## src/rtl/core/ntl_pkg.sv

```systemverilog
// Shared types and constants for the nibble trie route lookup.
// Used by ntl_front, ntl_back and the top level; no dependencies.
`timescale 1ns / 1ps
package ntl_pkg;

  localparam int unsigned AddrW  = 128;
  localparam int unsigned HopW   = 8;
  localparam int unsigned LenW   = 8;
  localparam int unsigned MaxLen = 128;
  localparam int unsigned Levels = 32;
  localparam int unsigned Fanout = 16;
  localparam int unsigned LevelW = 6;

  localparam logic OpInsert = 1'b0;
  localparam logic OpLookup = 1'b1;

  typedef struct packed {
    logic              lookup;
    logic              zero_len;
    logic [LevelW-1:0] steps;
    logic [AddrW-1:0]  addr;
    logic [HopW-1:0]   hop;
  } cmd_t;

endpackage

```

## src/rtl/core/ntl_front.sv

```systemverilog
// Front end: accepts input beats, classifies them into commands and queues them.
// Depends on ntl_pkg.
`timescale 1ns / 1ps
module ntl_front (
  input  logic                    clk_i,
  input  logic                    rst_ni,
  input  logic                    in_valid_i,
  output logic                    in_stall_o,
  input  logic                    op_i,
  input  logic [63:0]             addr_high_i,
  input  logic [63:0]             addr_low_i,
  input  logic [ntl_pkg::LenW-1:0] prefix_len_i,
  input  logic [ntl_pkg::HopW-1:0] hop_in_i,
  output logic                    cmd_valid_o,
  output ntl_pkg::cmd_t           cmd_o,
  input  logic                    cmd_pop_i
);

  ntl_pkg::cmd_t     slot_q [2];
  logic              rd_ptr_q, rd_ptr_d;
  logic              wr_ptr_q, wr_ptr_d;
  logic [1:0]        count_q, count_d;
  logic              push;
  logic              pop;
  logic [ntl_pkg::LenW-1:0] len_clamp;
  logic [ntl_pkg::LenW:0]   len_round;
  ntl_pkg::cmd_t     cmd_new;

  always_comb begin
    len_clamp = (prefix_len_i > ntl_pkg::LenW'(ntl_pkg::MaxLen)) ?
                ntl_pkg::LenW'(ntl_pkg::MaxLen) : prefix_len_i;
    len_round = {1'b0, len_clamp} + (ntl_pkg::LenW+1)'(3);
    cmd_new.lookup   = (op_i == ntl_pkg::OpLookup);
    cmd_new.zero_len = (op_i == ntl_pkg::OpInsert) && (len_clamp == '0);
    cmd_new.steps    = len_round[ntl_pkg::LevelW+1:2];
    cmd_new.addr     = {addr_high_i, addr_low_i};
    cmd_new.hop      = hop_in_i;
  end

  assign in_stall_o  = (count_q == 2'd2);
  assign push        = in_valid_i && !in_stall_o;
  assign cmd_valid_o = (count_q != 2'd0);
  assign pop         = cmd_pop_i && cmd_valid_o;
  assign cmd_o       = slot_q[rd_ptr_q];

  always_comb begin
    rd_ptr_d = pop ? !rd_ptr_q : rd_ptr_q;
    wr_ptr_d = push ? !wr_ptr_q : wr_ptr_q;
    count_d  = count_q + {1'b0, push} - {1'b0, pop};
  end

  always_ff @(posedge clk_i or negedge rst_ni) begin
    if (!rst_ni) begin
      rd_ptr_q <= 1'b0;
      wr_ptr_q <= 1'b0;
      count_q  <= 2'd0;
    end else begin
      rd_ptr_q <= rd_ptr_d;
      wr_ptr_q <= wr_ptr_d;
      count_q  <= count_d;
    end
  end

  always_ff @(posedge clk_i) begin
    if (push) begin
      slot_q[wr_ptr_q] <= cmd_new;
    end
  end

endmodule

```

## config.mk

```make
export PLATFORM = sky130hd
export DESIGN_NAME = ntl_front
export DESIGN_NICKNAME = d
export VERILOG_FILES = /design/src/rtl/core/ntl_pkg.sv /design/src/rtl/core/ntl_front.sv
export SDC_FILE = /design/constraint.sdc
export NUM_CORES = 1
export LEC_CHECK = 0
export ABC_AREA = 1
export BUFFER_PORTS_ARGS = -buffer_cell sky130_fd_sc_hd__buf_2
export CORE_MARGIN = 5
export CORE_UTILIZATION = 35
export CTS_CLUSTER_DIAMETER = 40
export DETAILED_ROUTE_END_ITERATION = 10
export GPL_TIMING_DRIVEN = 0
export PLACE_DENSITY_LB_ADDON = 0.1
export SLEW_MARGIN = 5
export SYNTH_ARGS = -nofsm -noshare
export SYNTH_HDL_FRONTEND = slang
export SYNTH_SLANG_ARGS = --single-unit
```

## constraint.sdc

```tcl
create_clock -name clk_i -period 7.2 [get_ports clk_i]
set_input_delay 1.08 -clock clk_i [delete_from_list [all_inputs] [get_ports clk_i]]
set_output_delay 1.08 -clock clk_i [all_outputs]
set_load 0.1 [all_outputs]
```

==> Implementation_results.wiki <==
{| class="wikitable"
! Metric !! Value
|-
| Run status || complete, no violations
|-
| Clock tree buffer depth || 3
|-
| Reg2Reg Depth || 5
|-
| Clock insertion delay at the later pin of the skew report || 510 ps
|-
| Worst-path maximum fanout || 10
|-
| CTS resizes || 0
|-
| Count of pins over their slew limit || 0
|-
| Vias after detailed routing || between 6000 and 7000
|-
| Row Count || 64
|-
| Die Area || 0.03469 mm2
|-
| Share of Yosys cell area claimed by the top area cell type || 0.7953
|-
| Synthesis-stage register bit count || ~290
|-
| RD Place Congestion || about 0.76
|-
| Vias in the first global route || approximately 7000
|-
| Length of the first detailed-routing pass in iterations || 4
|-
| Setup repair after global routing missed its margin || false
|-
| Pin count of the biggest net entering global routing || 29
|-
| Filler Cell Count || approximately 2800
|-
| Cells after synthesis || roughly 820
|-
| Max capacitance violation total || 0
|-
| Endpoints failing setup || 0
|-
| Final HPWL from detailed placement || approximately 18000 um
|-
| Clock H-tree levels || 2
|-
| Fin nets || between 1000 and 1500
|-
| GRT Total Usage || 0.1419
|-
| Share of the yosys chip area belonging to registers || 0.8045
|-
| Average wire length per cell after detail routing || 15.92 um
|-
| Endpoint of the worst register-to-register path || slot_q[1][116]
|-
| Core Util, Final || 0.4769
|-
| Setup skew after layout || approximately 14 ps
|-
| FF-to-FF Start || count_q[1]
|-
| Crit path required time || between 6000 and 7000 ps
|-
| Worst min path class || in -> async
|-
| Core region area || 0.03067 mm2
|-
| Number of failing hold endpoints at the final stage || 0
|-
| Critical path start-end classification || reg -> out
|-
| Width of the die || approximately 190 um
|-
| Cell with the largest stage delay on the worst path || buf_2
|-
| Top post-synthesis cells by area || edfxtp_1 (80%), nand2_1 (15%), buf_2 (1.0%), dfrtp_1 (0.92%), buf_6 (0.62%)
|-
| Kind of capture point of the worst setup path || output pin
|-
| Kind of launch point of the worst setup path || register
|-
| Root cell of the clock tree || clkbuf_16
|-
| Sinks on Clock Net || 292
|-
| First-pass GRT wire length || roughly 38000 um
|-
| Post-CTS setup repair buffer count || 0
|-
| Biggest cell delay along the critical path || between 400 and 500 ps
|-
| Area growth, synth to finish || 34.51%
|-
| Die height || 186.3 um
|-
| Total grt overflow || 0
|-
| Dominant cell type by area after synthesis || edfxtp_1
|-
| TritonCTS Buffers || 43
|-
| Met2 WL post-DR || roughly 12000 um
|-
| CTS tree || built
|-
| Avg Synthesized Cell Area || between 10 and 15 um2
|-
| Least-Margin Pin Slew || a little over 700 ps
|-
| Worst path arrival time || between 2000 and 2500 ps
|-
| Count of buffers from port buffering || ~290
|-
| Clk slew on worst S/H paths || about 60 ps
|-
| Share of the clock period used by the worst path after layout || 0.4482
|-
| Number of ports placed on the die boundary || 295
|-
| CTS Hold Bufs || 0
|-
| DRC Markers || 0
|-
| Min Tclk post-route || about 3200 ps
|-
| Initial antenna violation count || 8
|-
| First DRT Iteration DRCs || approximately 220
|-
| Wire length after detailed routing || ~25000 um
|-
| Post-synthesis instance area || between 0.01 and 0.015 mm2
|-
| Share of post-route cells with drive strength above 1 || 0.3450
|-
| Routed via count divided by cell count || approximately 4.3
|-
| Syn. warnings || 0
|-
| Antenna-violating nets left || 0
|-
| Achievable frequency || approximately 0.31 GHz
|-
| Top layer reached by signal wires || met5
|-
| Setup slack on the worst flop-to-flop path || between 5000 and 6000 ps
|-
| Detailed-routing wirelength on met1 || about 10000 um
|-
| Cells along the critical path || buf_4 > inv_4 > buf_6 > buf_6 > nand2_1 > nand2_1 > buf_2
|-
| Net Count, Synth || between 900 and 1000
|-
| Met3 routed wirelength || roughly 3100 um
|-
| Initial Utilization || 0.3546
|-
| Relative max-transition margin || 0.5230
|-
| Count of different cell masters after synthesis || 21
|}
==> metal layers <==
layer / up-vias / global-route usage
met3: 48 / 0.06359
met4: 12 / 0.04022
met1: 3138 / 0.1773
li1: 3469 / -
met5: - / 0
met2: 250 / 0.2253
==> layout make-up <==
class / instances / area [um2] / area share
Clock inverter: 29 / 372.9 / 0.02549
Inverter: 13 / 51.30 / 0.003507
Tap cell: 396 / 495.5 / 0.03388
Clock buffer: 50 / 1145 / 0.07827
Buffer: 31 / 196.4 / 0.01343
Sequential cell: 292 / 8748 / 0.5981
Antenna cell: 4 / 10.01 / 0.0006843
Multi-Input combinational cell: 480 / 1893 / 0.1294
Timing Repair Buffer: 305 / 1714 / 0.1172
==> through the flow <==
step | cells | TNS [ps] | worst slack [ps] | hold slack (ps) | instance area (um2)
2_1_floorplan | 816 | -168970 | -586.7 | 532.5 | 10870
4_1_cts | 1596 | 0 | 3893 | 327.3 | 14620
3_5_place_dp | 1517 | 0 | 4437 | 569.5 | 13100
6_report | 1600 | 0 | 3973 | 357.6 | 14630
3_3_place_gp | 1506 | -1440940 | -5053 | 544.5 | 12840
5_1_grt | 1597 | 0 | 3798 | 344.8 | 14620
==> cells by family (layout without fill, tap and decap cells) <==
kind of cell               after synthesis  count (layout)  synth area share
other                                    0               4                 0
DFF                                    292             292            0.8045
xor gates and xnor gates                 6               6          0.004833
adders and majority gates                2               2          0.002301
AOI/OAI and AO/OA                        4               4          0.002531
buffers and inverters                   44             428           0.02278
and+or+nand+nor                        468             468            0.1630
==> cell usage in the layout, fill, tap and decap left out, drive strengths merged <==
cell type	synthesis	routed
nand2	446	446
buf	30	335
edfxtp	288	288
clkbuf	1	51
inv	13	15
clkinv	0	14
nor2	13	13
bufinv	0	8
nand3	7	7
xor2	5	5
clkinvlp	0	5
diode	0	4
dfrtp	4	4
o21ai	3	3
ha	2	2
or2	1	1
xnor2	1	1
nand4	1	1
a21oi	1	1
==> synth_stat cells <==
cell type,n
buf_2,22
edfxtp_1,288
nor2_2,1
xor2_1,5
inv_1,11
nor2_1,12
inv_4,1
a21oi_1,1
o21ai_2,2
inv_2,1
nand2_1,446
or2_2,1
dfrtp_1,4
nand4_1,1
clkbuf_1,1
buf_4,2
buf_6,6
nand3_1,7
o21ai_0,1
xnor2_1,1
ha_1,2
==> worst max path at each step <==
stage | startpoint | endpoint | depth (start not counted)
2_1_floorplan | in_valid_i | slot_q[0][0] | 2
3_3_place_gp | in_valid_i | slot_q[0][109] | 3
3_5_place_dp | in_valid_i | slot_q[1][121] | 5
4_1_cts | rd_ptr_q | cmd_o[99] | 7
5_1_grt | rd_ptr_q | cmd_o[99] | 7
6_report | rd_ptr_q | cmd_o[99] | 7
==> worst max-delay path, delay by kind of cell, from the launching register on <==
family        cells  cell delay, ps
buf+inv           5            1130
simple gates      2             140
flops             1             350
==> registers in the layout, summed over array words and instances (netlist names) <==
register,flops
rd_ptr_q,1
slot_q,288
wr_ptr_q,1
count_q,2
Power is not shown: default switching activity piles up to over one toggle a cycle in this logic, so the estimate is an artifact.
